===== src/prt_pkg.sv =====
package prt_pkg;

  // Table geometry
  localparam int MaxAreas = 16;
  localparam int IdxW     = $clog2(MaxAreas);
  localparam int CntW     = $clog2(MaxAreas + 1);

  // Field widths fixed by the interface
  localparam int CoordW    = 16;
  localparam int AreaCntW  = 5;
  localparam int MarginW   = 8;
  localparam int SlotW     = 4;
  localparam int CmpW      = 18;
  localparam int ApbDataW  = 32;
  localparam int ApbAddrW  = 3;

  localparam logic [MarginW-1:0]  MarginReset = MarginW'(4);
  localparam logic [AreaCntW-1:0] CountReset  = '0;

  typedef struct packed {
    logic                     mode;
    logic [SlotW-1:0]         entry_index;
    logic signed [CoordW-1:0] rect_min_x;
    logic signed [CoordW-1:0] rect_min_y;
    logic signed [CoordW-1:0] rect_max_x;
    logic signed [CoordW-1:0] rect_max_y;
    logic signed [CoordW-1:0] pos_x;
    logic signed [CoordW-1:0] pos_y;
  } in_beat_t;

  typedef struct packed {
    logic             found;
    logic [SlotW-1:0] area_index;
  } out_beat_t;

  typedef struct packed {
    logic signed [CoordW-1:0] min_x;
    logic signed [CoordW-1:0] min_y;
    logic signed [CoordW-1:0] max_x;
    logic signed [CoordW-1:0] max_y;
  } rect_t;

  typedef enum logic [2:0] {
    StIdle,
    StScan,
    StStay,
    StBase,
    StDone
  } state_e;

  typedef enum logic [1:0] {
    SelScan,
    SelProg,
    SelZero
  } sel_e;

  typedef enum logic {
    RegAreaCount = 1'b0,
    RegMargin    = 1'b1
  } reg_e;

  // Controller to datapath
  typedef struct packed {
    logic load;       // load beat accepted
    logic capture;    // query beat accepted
    logic idx_step;   // advance scan index
    sel_e sel;        // table read address source
    logic use_margin; // widen the checked rectangle
    logic res_set;    // latch result
    logic res_found;
    logic move_prog;  // progress takes the read address
    logic out_load;   // move result into output register
  } ctrl_cmd_t;

  // Datapath to controller
  typedef struct packed {
    logic hit;
    logic scan_live;
    logic prog_ok;
    logic cnt_zero;
  } dp_stat_t;

endpackage


===== src/progressive_region_tracker.sv =====
// Load beat: taken in idle, no result; the next beat can follow in the next cycle.
// Query beat: the scan checks the entries after progress, one per cycle, below the saturated
// area count and stops at a hit; otherwise a stay check follows and, if it misses, a base
// check, then the output register is loaded; a zero count goes straight to that load.
// Input stalls until the result is loaded: a new query waits until the last one is done.
// Reset (rst_ni low, asynchronous): progress 0, area_count 0, margin 4, no result; table kept.
module progressive_region_tracker (
  input  logic                           clk_i,
  input  logic                           rst_ni,

  // Input channel
  input  logic                           in_valid_i,
  output logic                           in_stall_o,
  input  prt_pkg::in_beat_t              in_beat_i,

  // Result channel
  output logic                           out_valid_o,
  input  logic                           out_stall_i,
  output prt_pkg::out_beat_t             out_beat_o,

  // Register port
  input  logic                           psel,
  input  logic                           penable,
  input  logic                           pwrite,
  input  logic [prt_pkg::ApbAddrW-1:0]   paddr,
  input  logic [prt_pkg::ApbDataW-1:0]   pwdata,
  output logic [prt_pkg::ApbDataW-1:0]   prdata,
  output logic                           pready
);

  // Registers sit at byte offsets 0 (area_count) and 4 (hysteresis_margin).
  // Only paddr[2] decodes the register; writes are expected only while idle.
  logic [prt_pkg::AreaCntW-1:0] area_count_q;
  logic [prt_pkg::MarginW-1:0]  margin_q;
  logic                         wr_en;
  prt_pkg::reg_e                reg_sel;

  prt_pkg::ctrl_cmd_t cmd;
  prt_pkg::dp_stat_t  stat;

  assign pready  = 1'b1;
  assign wr_en   = psel && penable && pwrite;
  assign reg_sel = prt_pkg::reg_e'(paddr[2]);

  always_ff @(posedge clk_i or negedge rst_ni) begin
    if (!rst_ni) begin
      area_count_q <= prt_pkg::CountReset;
      margin_q     <= prt_pkg::MarginReset;
    end else if (wr_en) begin
      unique case (reg_sel)
        prt_pkg::RegAreaCount: area_count_q <= pwdata[prt_pkg::AreaCntW-1:0];
        prt_pkg::RegMargin:    margin_q     <= pwdata[prt_pkg::MarginW-1:0];
        default: ;
      endcase
    end
  end

  // Readback of the addressed register, zero-extended
  always_comb begin
    unique case (reg_sel)
      prt_pkg::RegAreaCount: prdata = prt_pkg::ApbDataW'(area_count_q);
      prt_pkg::RegMargin:    prdata = prt_pkg::ApbDataW'(margin_q);
      default:               prdata = '0;
    endcase
  end

  // Sequencer: idle takes beats, scan walks entries after progress,
  // stay checks the widened current area, base checks area 0, done
  // waits for the output register to free up.
  prt_ctrl u_ctrl (
    .clk_i       (clk_i),
    .rst_ni      (rst_ni),
    .in_valid_i  (in_valid_i),
    .in_mode_i   (in_beat_i.mode),
    .in_stall_o  (in_stall_o),
    .out_valid_o (out_valid_o),
    .out_stall_i (out_stall_i),
    .stat_i      (stat),
    .cmd_o       (cmd)
  );

  // Datapath: rectangle file, progress, query point, one containment check
  // per cycle at 18 bits, and the result and output registers.
  prt_dp u_dp (
    .clk_i        (clk_i),
    .rst_ni       (rst_ni),
    .in_beat_i    (in_beat_i),
    .area_count_i (area_count_q),
    .margin_i     (margin_q),
    .cmd_i        (cmd),
    .stat_o       (stat),
    .out_beat_o   (out_beat_o)
  );

endmodule


===== src/prt_dp.sv =====
module prt_dp (
  input  logic                           clk_i,
  input  logic                           rst_ni,
  input  prt_pkg::in_beat_t              in_beat_i,
  input  logic [prt_pkg::AreaCntW-1:0]   area_count_i,
  input  logic [prt_pkg::MarginW-1:0]    margin_i,
  input  prt_pkg::ctrl_cmd_t             cmd_i,
  output prt_pkg::dp_stat_t              stat_o,
  output prt_pkg::out_beat_t             out_beat_o
);

  prt_pkg::rect_t                   table_q [prt_pkg::MaxAreas];
  logic signed [prt_pkg::CoordW-1:0] x_q, y_q;
  logic [prt_pkg::IdxW-1:0]         prog_q;
  logic [prt_pkg::CntW-1:0]         idx_q;
  logic                             res_found_q;
  logic [prt_pkg::IdxW-1:0]         res_idx_q;
  prt_pkg::out_beat_t               out_q;

  logic [prt_pkg::CntW-1:0]         eff_cnt;
  logic                             slot_ok;
  logic [prt_pkg::IdxW-1:0]         rd_addr;
  prt_pkg::rect_t                   rd_rect;
  logic signed [prt_pkg::CmpW-1:0]  m_s, px, py, lo_x, lo_y, hi_x, hi_y;

  // Saturate the count to the table depth
  assign eff_cnt = (area_count_i > prt_pkg::AreaCntW'(prt_pkg::MaxAreas)) ?
                   prt_pkg::CntW'(prt_pkg::MaxAreas) : prt_pkg::CntW'(area_count_i);
  assign slot_ok = prt_pkg::CntW'(in_beat_i.entry_index) < prt_pkg::CntW'(prt_pkg::MaxAreas);

  always_comb begin
    unique case (cmd_i.sel)
      prt_pkg::SelScan: rd_addr = idx_q[prt_pkg::IdxW-1:0];
      prt_pkg::SelProg: rd_addr = prog_q;
      prt_pkg::SelZero: rd_addr = '0;
      default:          rd_addr = '0;
    endcase
  end

  assign rd_rect = table_q[rd_addr];

  // 18-bit signed compares cannot wrap
  assign m_s  = cmd_i.use_margin ? prt_pkg::CmpW'(margin_i) : '0;
  assign px   = prt_pkg::CmpW'(x_q);
  assign py   = prt_pkg::CmpW'(y_q);
  assign lo_x = prt_pkg::CmpW'(rd_rect.min_x) - m_s;
  assign lo_y = prt_pkg::CmpW'(rd_rect.min_y) - m_s;
  assign hi_x = prt_pkg::CmpW'(rd_rect.max_x) + m_s;
  assign hi_y = prt_pkg::CmpW'(rd_rect.max_y) + m_s;

  assign stat_o.hit       = (px >= lo_x) && (px < hi_x) && (py >= lo_y) && (py < hi_y);
  assign stat_o.scan_live = idx_q < eff_cnt;
  assign stat_o.prog_ok   = (prog_q != '0) && (prt_pkg::CntW'(prog_q) < eff_cnt);
  assign stat_o.cnt_zero  = (eff_cnt == '0);

  always_ff @(posedge clk_i) begin
    if (cmd_i.load && slot_ok) begin
      table_q[in_beat_i.entry_index[prt_pkg::IdxW-1:0]] <= '{
        min_x: in_beat_i.rect_min_x, min_y: in_beat_i.rect_min_y,
        max_x: in_beat_i.rect_max_x, max_y: in_beat_i.rect_max_y};
    end
  end

  always_ff @(posedge clk_i or negedge rst_ni) begin
    if (!rst_ni) begin
      prog_q <= '0;
    end else if (cmd_i.load && slot_ok) begin
      prog_q <= '0;
    end else if (cmd_i.move_prog) begin
      prog_q <= rd_addr;
    end
  end

  always_ff @(posedge clk_i) begin
    if (cmd_i.capture) begin
      x_q   <= in_beat_i.pos_x;
      y_q   <= in_beat_i.pos_y;
      idx_q <= prt_pkg::CntW'(prog_q) + prt_pkg::CntW'(1);
    end else if (cmd_i.idx_step) begin
      idx_q <= idx_q + prt_pkg::CntW'(1);
    end
    if (cmd_i.res_set) begin
      res_found_q <= cmd_i.res_found;
      res_idx_q   <= cmd_i.res_found ? rd_addr : '0;
    end
    if (cmd_i.out_load) begin
      out_q.found      <= res_found_q;
      out_q.area_index <= prt_pkg::SlotW'(res_idx_q);
    end
  end

  assign out_beat_o = out_q;

endmodule


===== src/prt_ctrl.sv =====
module prt_ctrl (
  input  logic               clk_i,
  input  logic               rst_ni,
  input  logic               in_valid_i,
  input  logic               in_mode_i,
  output logic               in_stall_o,
  output logic               out_valid_o,
  input  logic               out_stall_i,
  input  prt_pkg::dp_stat_t  stat_i,
  output prt_pkg::ctrl_cmd_t cmd_o
);

  prt_pkg::state_e state_q, state_d;
  logic            out_valid_q, out_valid_d;
  logic            out_free;

  assign out_free = !out_valid_q || !out_stall_i;

  always_comb begin
    state_d = state_q;
    unique case (state_q)
      prt_pkg::StIdle: begin
        if (in_valid_i && !in_mode_i) begin
          state_d = stat_i.cnt_zero ? prt_pkg::StDone : prt_pkg::StScan;
        end
      end
      prt_pkg::StScan: begin
        if (!stat_i.scan_live) begin
          state_d = prt_pkg::StStay;
        end else if (stat_i.hit) begin
          state_d = prt_pkg::StDone;
        end
      end
      prt_pkg::StStay: begin
        state_d = (stat_i.prog_ok && stat_i.hit) ? prt_pkg::StDone : prt_pkg::StBase;
      end
      prt_pkg::StBase: state_d = prt_pkg::StDone;
      prt_pkg::StDone: begin
        if (out_free) begin
          state_d = prt_pkg::StIdle;
        end
      end
      default: state_d = prt_pkg::StIdle;
    endcase
  end

  always_comb begin
    cmd_o      = '0;
    cmd_o.sel  = prt_pkg::SelScan;
    in_stall_o = 1'b1;
    unique case (state_q)
      prt_pkg::StIdle: begin
        in_stall_o    = 1'b0;
        cmd_o.load    = in_valid_i && in_mode_i;
        cmd_o.capture = in_valid_i && !in_mode_i;
        cmd_o.res_set = in_valid_i && !in_mode_i && stat_i.cnt_zero;
      end
      prt_pkg::StScan: begin
        cmd_o.sel       = prt_pkg::SelScan;
        cmd_o.res_set   = stat_i.scan_live && stat_i.hit;
        cmd_o.res_found = 1'b1;
        cmd_o.move_prog = stat_i.scan_live && stat_i.hit;
        cmd_o.idx_step  = stat_i.scan_live && !stat_i.hit;
      end
      prt_pkg::StStay: begin
        cmd_o.sel        = prt_pkg::SelProg;
        cmd_o.use_margin = 1'b1;
        cmd_o.res_set    = stat_i.prog_ok && stat_i.hit;
        cmd_o.res_found  = 1'b1;
      end
      prt_pkg::StBase: begin
        cmd_o.sel       = prt_pkg::SelZero;
        cmd_o.res_set   = 1'b1;
        cmd_o.res_found = stat_i.hit;
        cmd_o.move_prog = stat_i.hit;
      end
      prt_pkg::StDone: begin
        cmd_o.out_load = out_free;
      end
      default: begin
        in_stall_o = 1'b1;
      end
    endcase
  end

  always_comb begin
    out_valid_d = out_valid_q;
    if (out_valid_q && !out_stall_i) begin
      out_valid_d = 1'b0;
    end
    if (cmd_o.out_load) begin
      out_valid_d = 1'b1;
    end
  end

  always_ff @(posedge clk_i or negedge rst_ni) begin
    if (!rst_ni) begin
      state_q     <= prt_pkg::StIdle;
      out_valid_q <= 1'b0;
    end else begin
      state_q     <= state_d;
      out_valid_q <= out_valid_d;
    end
  end

  assign out_valid_o = out_valid_q;

endmodule

===== config.mk =====
export PLATFORM = sky130hd
export DESIGN_NAME = progressive_region_tracker
export DESIGN_NICKNAME = d
export VERILOG_FILES = /design/src/prt_pkg.sv /design/src/progressive_region_tracker.sv /design/src/prt_dp.sv /design/src/prt_ctrl.sv
export SDC_FILE = /design/constraint.sdc
export NUM_CORES = 1
export LEC_CHECK = 0
export ABC_AREA = 1
export BUFFER_PORTS_ARGS = -buffer_cell sky130_fd_sc_hd__buf_2
export CAP_MARGIN = 20
export CORE_MARGIN = 4
export CORE_UTILIZATION = 30
export CTS_CLUSTER_SIZE = 16
export DETAILED_ROUTE_END_ITERATION = 6
export GPL_TIMING_DRIVEN = 0
export PLACE_DENSITY = 0.55
export SETUP_SLACK_MARGIN = 0.5
export SLEW_MARGIN = 10
export SYNTH_ARGS = -nofsm -noshare
export SYNTH_HDL_FRONTEND = slang
export SYNTH_SLANG_ARGS = --single-unit
export TNS_END_PERCENT = 100

===== constraint.sdc =====
create_clock -name clk_i -period 15.1 [get_ports clk_i]
set_input_delay 0.755 -clock clk_i [delete_from_list [all_inputs] [get_ports clk_i]]
set_output_delay 0.755 -clock clk_i [all_outputs]
set_load 0.05 [all_outputs]

==> impl_metrics.csv, run 1 <==
group,metric,value,unit
sta,max_slew_margin,22.3,%
cells_and_area,final_cell_mix,"1,071 x edfxtp_1, 1,068 x nand2_1, 713 x nand3_1, 255 x buf_2, 252 x inv_1",
sta,rsz0062_at_grt,"false",
place,placed_area,0.0527,sq mm
setup_path,path_buf_inv,10,
synthesis,synth_edf_count,1071,
cells_and_area,layout-drive-gt1-share,12.5,%
synthesis,syn_inst,4155,
synthesis,ys_types,48,
place,gp_congestion,0.853,
cells_and_area,syn_to_final_growth,17.5,%
setup_path,crit_family,"buffers and inverters",
sta,hold_viol,0,
setup_path,cp_slowest_cell,"clkbuf_1",
synthesis,yosys.area.top_type,"edfxtp_1",
power,ir_worst_vdd,139,uV
sta,fmax,118,MHz
setup_path,rr_startpoint,"u_ctrl.state_q[2]",
setup_path,critPathArrivalTime,8.88,ns
detailed_routing,drt_first_pass_iters,5,
cts,cts_sinks,1092,
detailed_routing,post_drt_wl_per_cell,25.5,um
cts,clk-insertion-delay-late,0.74,ns
synthesis,synth_ff_type,"edfxtp_1",
sta,min_period_over_period,56.1,%
setup_path,path_class,"reg -> reg",
setup_path,r2r_cells,36,
cells_and_area,num-nets-final,4742,
setup_path,worstSetupStartpoint,"u_ctrl.state_q[2]",
global_routing,antenna_found_initial,29,
place,numPortBuffers,131,
cells_and_area,final_common_cell,"edfxtp_1",
floorplan,io_pins,183,
sta,final.setup.tns,0,ns
global_routing,overflow,0,
synthesis,synthTopCellsByArea,"edfxtp_1 67%, nand2_1 8.4%, nand3_1 7.5%",
run_status,outcome,"completed",
detailed_routing,drt_iter0_markers,4261,
sta,tightest_slew,1.17,ns
sta,finClkSkew,0.0215,ns
synthesis,syn_avg_cell_area,11.5,sq um
floorplan,initial_utilization,30.2,%
setup_path,r2r_setup_slack,6.62,ns
global_routing,first_global_vias,32100,
synthesis,synth_async_sr_flop_share,1.92,%
setup_path,worstPathMaxFanout,10,
global_routing,grt_usage,19.7,%
place,place_hpwl,115000,um
floorplan,die-area,0.166,sq mm
power,p_total,12.4,mW
sta,min_period,8.48,ns
cts,cts_root_buf,"clkbuf_16",
cts,cts.path.max_buffers,3,
detailed_routing,drt_wl_total,170000,um
setup_path,r2r_end,"u_dp.res_found_q",
detailed_routing,drc,0,
cts,numCtsBuffers,109,
synthesis,seq_area_frac_synth,68.4,%
cts,cts.clk_slew.worst_paths,0.06,ns
detailed_routing,vias,34500,
cts,cts_setup_buffers,0,
setup_path,worstSetupEndpoint,"u_dp.res_found_q",
flow_run,cap_viol_max_count,0,
cts,cts.repair.resized,0,
power,p_leak,21.0,nW
floorplan,core_area,0.158,sq mm
setup_path,worstPathRequired,15.50,ns
synthesis,netlist_area,0.0478,sq mm
global_routing,grt_max_degree,24,
worst_hold_path,hold_path.class,"in -> reg",
global_routing,grt_first_pass_wirelength,238000,um
power,powerDensity,222,mW/mm^2
detailed_routing,via_per_inst,5.19,
setup_path,startpoint_type,"flop",
setup_path,cp_common_cell,"nand2_1",
cts,htreeDepth,3,
synthesis,yosys_warnings,0,
synthesis,synth_top_area_share,67.3,%
floorplan,rows,146,
cells_and_area,fin_area,0.0561,sq mm
sta,setup_violations,0,
setup_path,critical_path.max_stage_delay,0.83,ns
setup_path,crit_path_end_kind,"flop",
floorplan,fp.dieW,407,um
cts,postCtsHoldBufs,1,
setup_path,cp.depth,36,
sta,drv_slew,0,
synthesis,ys_seq_elements,1092,
cells_and_area,final_core_utilization,35.4,%
floorplan,dieHeight,407,um
detailed_routing,ant_nets,0,
cts,cts_tree,"done",
-- cell families (layout without fill, tap and decap cells) --
family / after synthesis / in the layout / share of synthesized area (%)
AND/OR/NAND/NOR: 2046 / 2046 / 18.6
flip-flops: 1092 / 1092 / 68.4
buffers and inverters: 501 / 897 / 4.87
AO/OA/AOI/OAI: 358 / 358 / 4.35
adder cells (fa/ha/maj): 110 / 110 / 2.94
XOR/XNOR: 43 / 43 / 0.788
multiplexers: 3 / 3 / 0.0707
other: 2 / 36 / 0.0157
-- worst reg2reg max path: cells and delay by family (launching register included) --
kind	cells	cell delay (ns)
AO/OA/AOI/OAI	7	1.81
XOR/XNOR	1	0.21
adder cells (fa/ha/maj)	3	0.68
buffers and inverters	10	2.83
flip-flops	1	0.42
AND/OR/NAND/NOR	15	2.24
-- stage by stage --
| step | setup slack, ns | std cells | hold slack (ns) |
|---|---|---|---|
| 2_1_floorplan | 9.81 | 4178 | 0.400 |
| 3_3_place_gp | 5.65 | 6381 | 0.407 |
| 3_5_place_dp | 6.54 | 6448 | 0.405 |
| 4_1_cts | 6.53 | 6645 | 0.151 |
| 5_1_grt | 6.31 | 6648 | 0.168 |
| 6_report | 6.62 | 6657 | 0.210 |
-- where the power goes --
group	switching (mW)	internal, mW	leakage (nW)
clock	1.18	1.45	1.64
sequential	0.0499	3.42	9.91
combinational	4.54	1.80	9.48
total	5.77	6.67	21.0
-- per-layer routing --
layer | part of all wire, % | vias up | GRT usage, %
met3 | 10 | 354 | 4.68
met2 | 46 | 1908 | 31.8
met4 | 3.4 | 6 | 6.04
met1 | 40 | 17000 | 26.4
met5 | 0.025 | - | 0
li1 | - | 15300 | -
-- cell usage after synthesis, types with 6 or more instances --
cell	number
xor2_1	30
buf_4	48
xnor2_1	13
buf_2	124
o21ai_0	131
ha_1	106
nor2_1	172
inv_1	253
o21bai_1	8
nand3_1	713
buf_6	15
a21o_1	7
edfxtp_1	1071
o221ai_1	16
nor3_1	13
nand4_1	16
o211ai_1	55
dfrtp_1	20
nand2_1	1068
a21oi_1	82
o21ai_1	32
o22ai_1	17
nor2_2	6
buf_1	15
nand3b_1	43
clkbuf_1	42
-- registers in the layout, indices dropped and copies added (netlist names), 3 cells and up --
| signal | flops |
|---|---|
| margin_q | 8 |
| area_count_q | 5 |
| u_dp.table_q | 1024 |
| u_dp.y_q | 16 |
| u_dp.out_beat_o | 5 |
| u_dp.idx_q | 5 |
| u_dp.x_q | 16 |
| u_ctrl.state_q | 3 |
| u_dp.res_idx_q | 4 |
| u_dp.prog_q | 4 |
-- worst min path at each step --
stage                       from                  to  slack [ns]  depth (start not counted)
6_report           in_beat_i[12]        u_dp.y_q[12]        0.21                          1
5_1_grt             in_beat_i[1]         u_dp.y_q[1]        0.17                          1
4_1_cts            in_beat_i[16]         u_dp.x_q[0]        0.15                          1
3_5_place_dp   u_dp.res_idx_q[1]  u_dp.out_beat_o[1]        0.40                          0
3_3_place_gp   u_dp.res_idx_q[0]  u_dp.out_beat_o[0]        0.41                          0
2_1_floorplan  u_dp.res_idx_q[0]  u_dp.out_beat_o[0]        0.40                          0
-- cell type report --
class,instances,area [sq um]
diodes,11,27.5
plain buffers,244,1360
clock buffers,140,2880
clock inverters,56,488
fillers,15500,102000
inverters,257,965
multi-input cells,2585,13000
flip-flops and latches,1092,32700
well taps,2072,2590
repair buffers,200,2150
Power figures use the tool's default switching activity.
==> run 2, diff against run 1 <==
==> constraint.sdc (replaced) <==
create_clock -name clk_i -period 8.6 [get_ports clk_i]
set_input_delay 0.43 -clock clk_i [delete_from_list [all_inputs] [get_ports clk_i]]
set_output_delay 0.43 -clock clk_i [all_outputs]
set_load 0.05 [all_outputs]
==> impl_metrics.csv, run 2 (same netlist as run 1, synthesis figures left out) <==
group,metric,value,unit
run_status,violations,"DRC",
detailed_routing,drc,3,
cts,numCtsBuffers,109,
sta,drv_slew,0,
detailed_routing,post_drt_wl_per_cell,25.4,um
floorplan,die-area,0.166,sq mm
detailed_routing,via_per_inst,5.17,
worst_hold_path,hold_path.class,"in -> reg",
global_routing,grt_max_degree,24,
cts,cts_root_buf,"clkbuf_16",
cells_and_area,fin_area,0.0566,sq mm
cts,cts.clk_slew.worst_paths,0.06,ns
cts,cts_sinks,1092,
sta,min_period,7.78,ns
floorplan,initial_utilization,30.2,%
cells_and_area,final_core_utilization,35.7,%
setup_path,critPathArrivalTime,8.19,ns
sta,final.setup.tns,0,ns
run_status,outcome,"finished, violations left",
sta,tightest_slew,1.10,ns
sta,setup_violations,0,
sta,rsz0062_at_grt,"false",
floorplan,rows,146,
setup_path,r2r_setup_slack,0.82,ns
sta,hold_viol,0,
cts,cts_tree,"done",
power,ir_worst_vdd,244,uV
floorplan,io_pins,183,
global_routing,grt_usage,19.8,%
cells_and_area,syn_to_final_growth,18.4,%
floorplan,fp.dieW,407,um
cts,htreeDepth,3,
cells_and_area,largest_reg_flops,1024,
place,numPortBuffers,131,
floorplan,dieHeight,407,um
cells_and_area,num-nets-final,4782,
place,gp_congestion,0.853,
setup_path,worstPathMaxFanout,10,
detailed_routing,drt_wl_total,170000,um
global_routing,grt_first_pass_wirelength,239000,um
sta,max_slew_margin,26.7,%
sta,finClkSkew,0.0178,ns
detailed_routing,drt_first_pass_iters,7,
setup_path,crit_path_end_kind,"flop",
place,placed_area,0.0527,sq mm
detailed_routing,drt_iter0_markers,4179,
detailed_routing,vias,34600,
global_routing,first_global_vias,32300,
place,place_hpwl,115000,um
setup_path,startpoint_type,"flop",
cells_and_area,layout-drive-gt1-share,12.8,%
setup_path,cp_slowest_cell,"o21ai_0",
setup_path,critical_path.max_stage_delay,0.67,ns
flow_run,cap_viol_max_count,0,
power,powerDensity,386,mW/mm^2
setup_path,crit_family,"simple AND/OR/NAND/NOR gates",
setup_path,worstPathRequired,9.00,ns
floorplan,core_area,0.158,sq mm
cells_and_area,final_common_cell,"edfxtp_1",
global_routing,antenna_found_initial,29,
cts,clk-insertion-delay-late,0.74,ns
cells_and_area,final_cell_mix,"1,071 x edfxtp_1, 1,068 x nand2_1, 713 x nand3_1, 252 x inv_1, 247 x buf_2",
setup_path,path_class,"reg -> reg",
sta,fmax,128,MHz
setup_path,path_buf_inv,8,
setup_path,cp_common_cell,"nand2_1",
detailed_routing,ant_nets,0,
global_routing,overflow,0,
sta,min_period_over_period,90.5,%
power,p_leak,21.2,nW
cts,cts.path.max_buffers,3,
## run 2: cell count changes in the layout (fill, tap and decap cells not counted), sizes merged
cell,before,now
buf,401,386
clkbuf,182,196
clkdlybuf4s15,0,1
diode,11,8
dlygate4sd3,1,41
## run 2: worst paths after layout
| path | to | from | cells after the start |
|---|---|---|---|
| setup / recovery | u_dp.res_found_q | u_ctrl.state_q[1] | 34 |
| hold reg to reg | u_dp.out_beat_o[1] | u_dp.res_idx_q[1] | 0 |
| hold / removal | u_dp.x_q[15] | in_beat_i[31] | 1 |
| max in group asynchronous | margin_q[2] | rst_ni | 2 |
| min in group asynchronous | area_count_q[3] | rst_ni | 2 |
| setup reg to reg | u_dp.res_found_q | u_ctrl.state_q[1] | 34 |
## run 2: metrics by stage
stage / worst slack, ns / total power [mW] / hold WS, ns / std cells
after CTS: 0.564 / 21.7 / 0.000711 / 6685
final: 0.816 / 21.9 / 0.0624 / 6694
after global routing: 0.488 / 23.1 / 0.0464 / 6688
after global placement: -0.850 / 16.9 / 0.407 / 6381
after detailed placement: 0.0445 / 17.1 / 0.405 / 6448
after floorplan: 3.31 / 12.9 / 0.134 / 4178
## run 2: cell type report
type,count,area (sq um)
Antenna cell,8,20.0
Buffer,244,1410
Clock buffer,140,2880
Clock inverter,56,488
Fill cell,15400,102000
Inverter,257,965
Multi-Input combinational cell,2585,13000
Sequential cell,1092,32700
Tap cell,2072,2590
Timing Repair Buffer,240,2540
## run 2: timing repair
item,CTS,global route
hold buffers,41,0
endpoints found under the setup margin,22,22
pin swaps,0,1
endpoints found under the hold margin,66,0
gates resized for setup,8,35
buffers inserted,0,1
## run 2: metal layers
layer	routed length, um	up-vias	global-route usage (%)
met5	42	-	0
li1	-	15300	-
met3	17600	358	4.79
met1	68000	17000	26.4
met4	5620	6	5.80
met2	78800	1878	32.1
## run 2: power breakdown
| group | switching, mW | total [mW] | internal (mW) | leakage [nW] |
|---|---|---|---|---|
| Clock | 2.08 | 4.62 | 2.54 | 1.64 |
| Combinational | 7.96 | 11.2 | 3.20 | 9.68 |
| Sequential | 0.0893 | 6.09 | 6.00 | 9.91 |
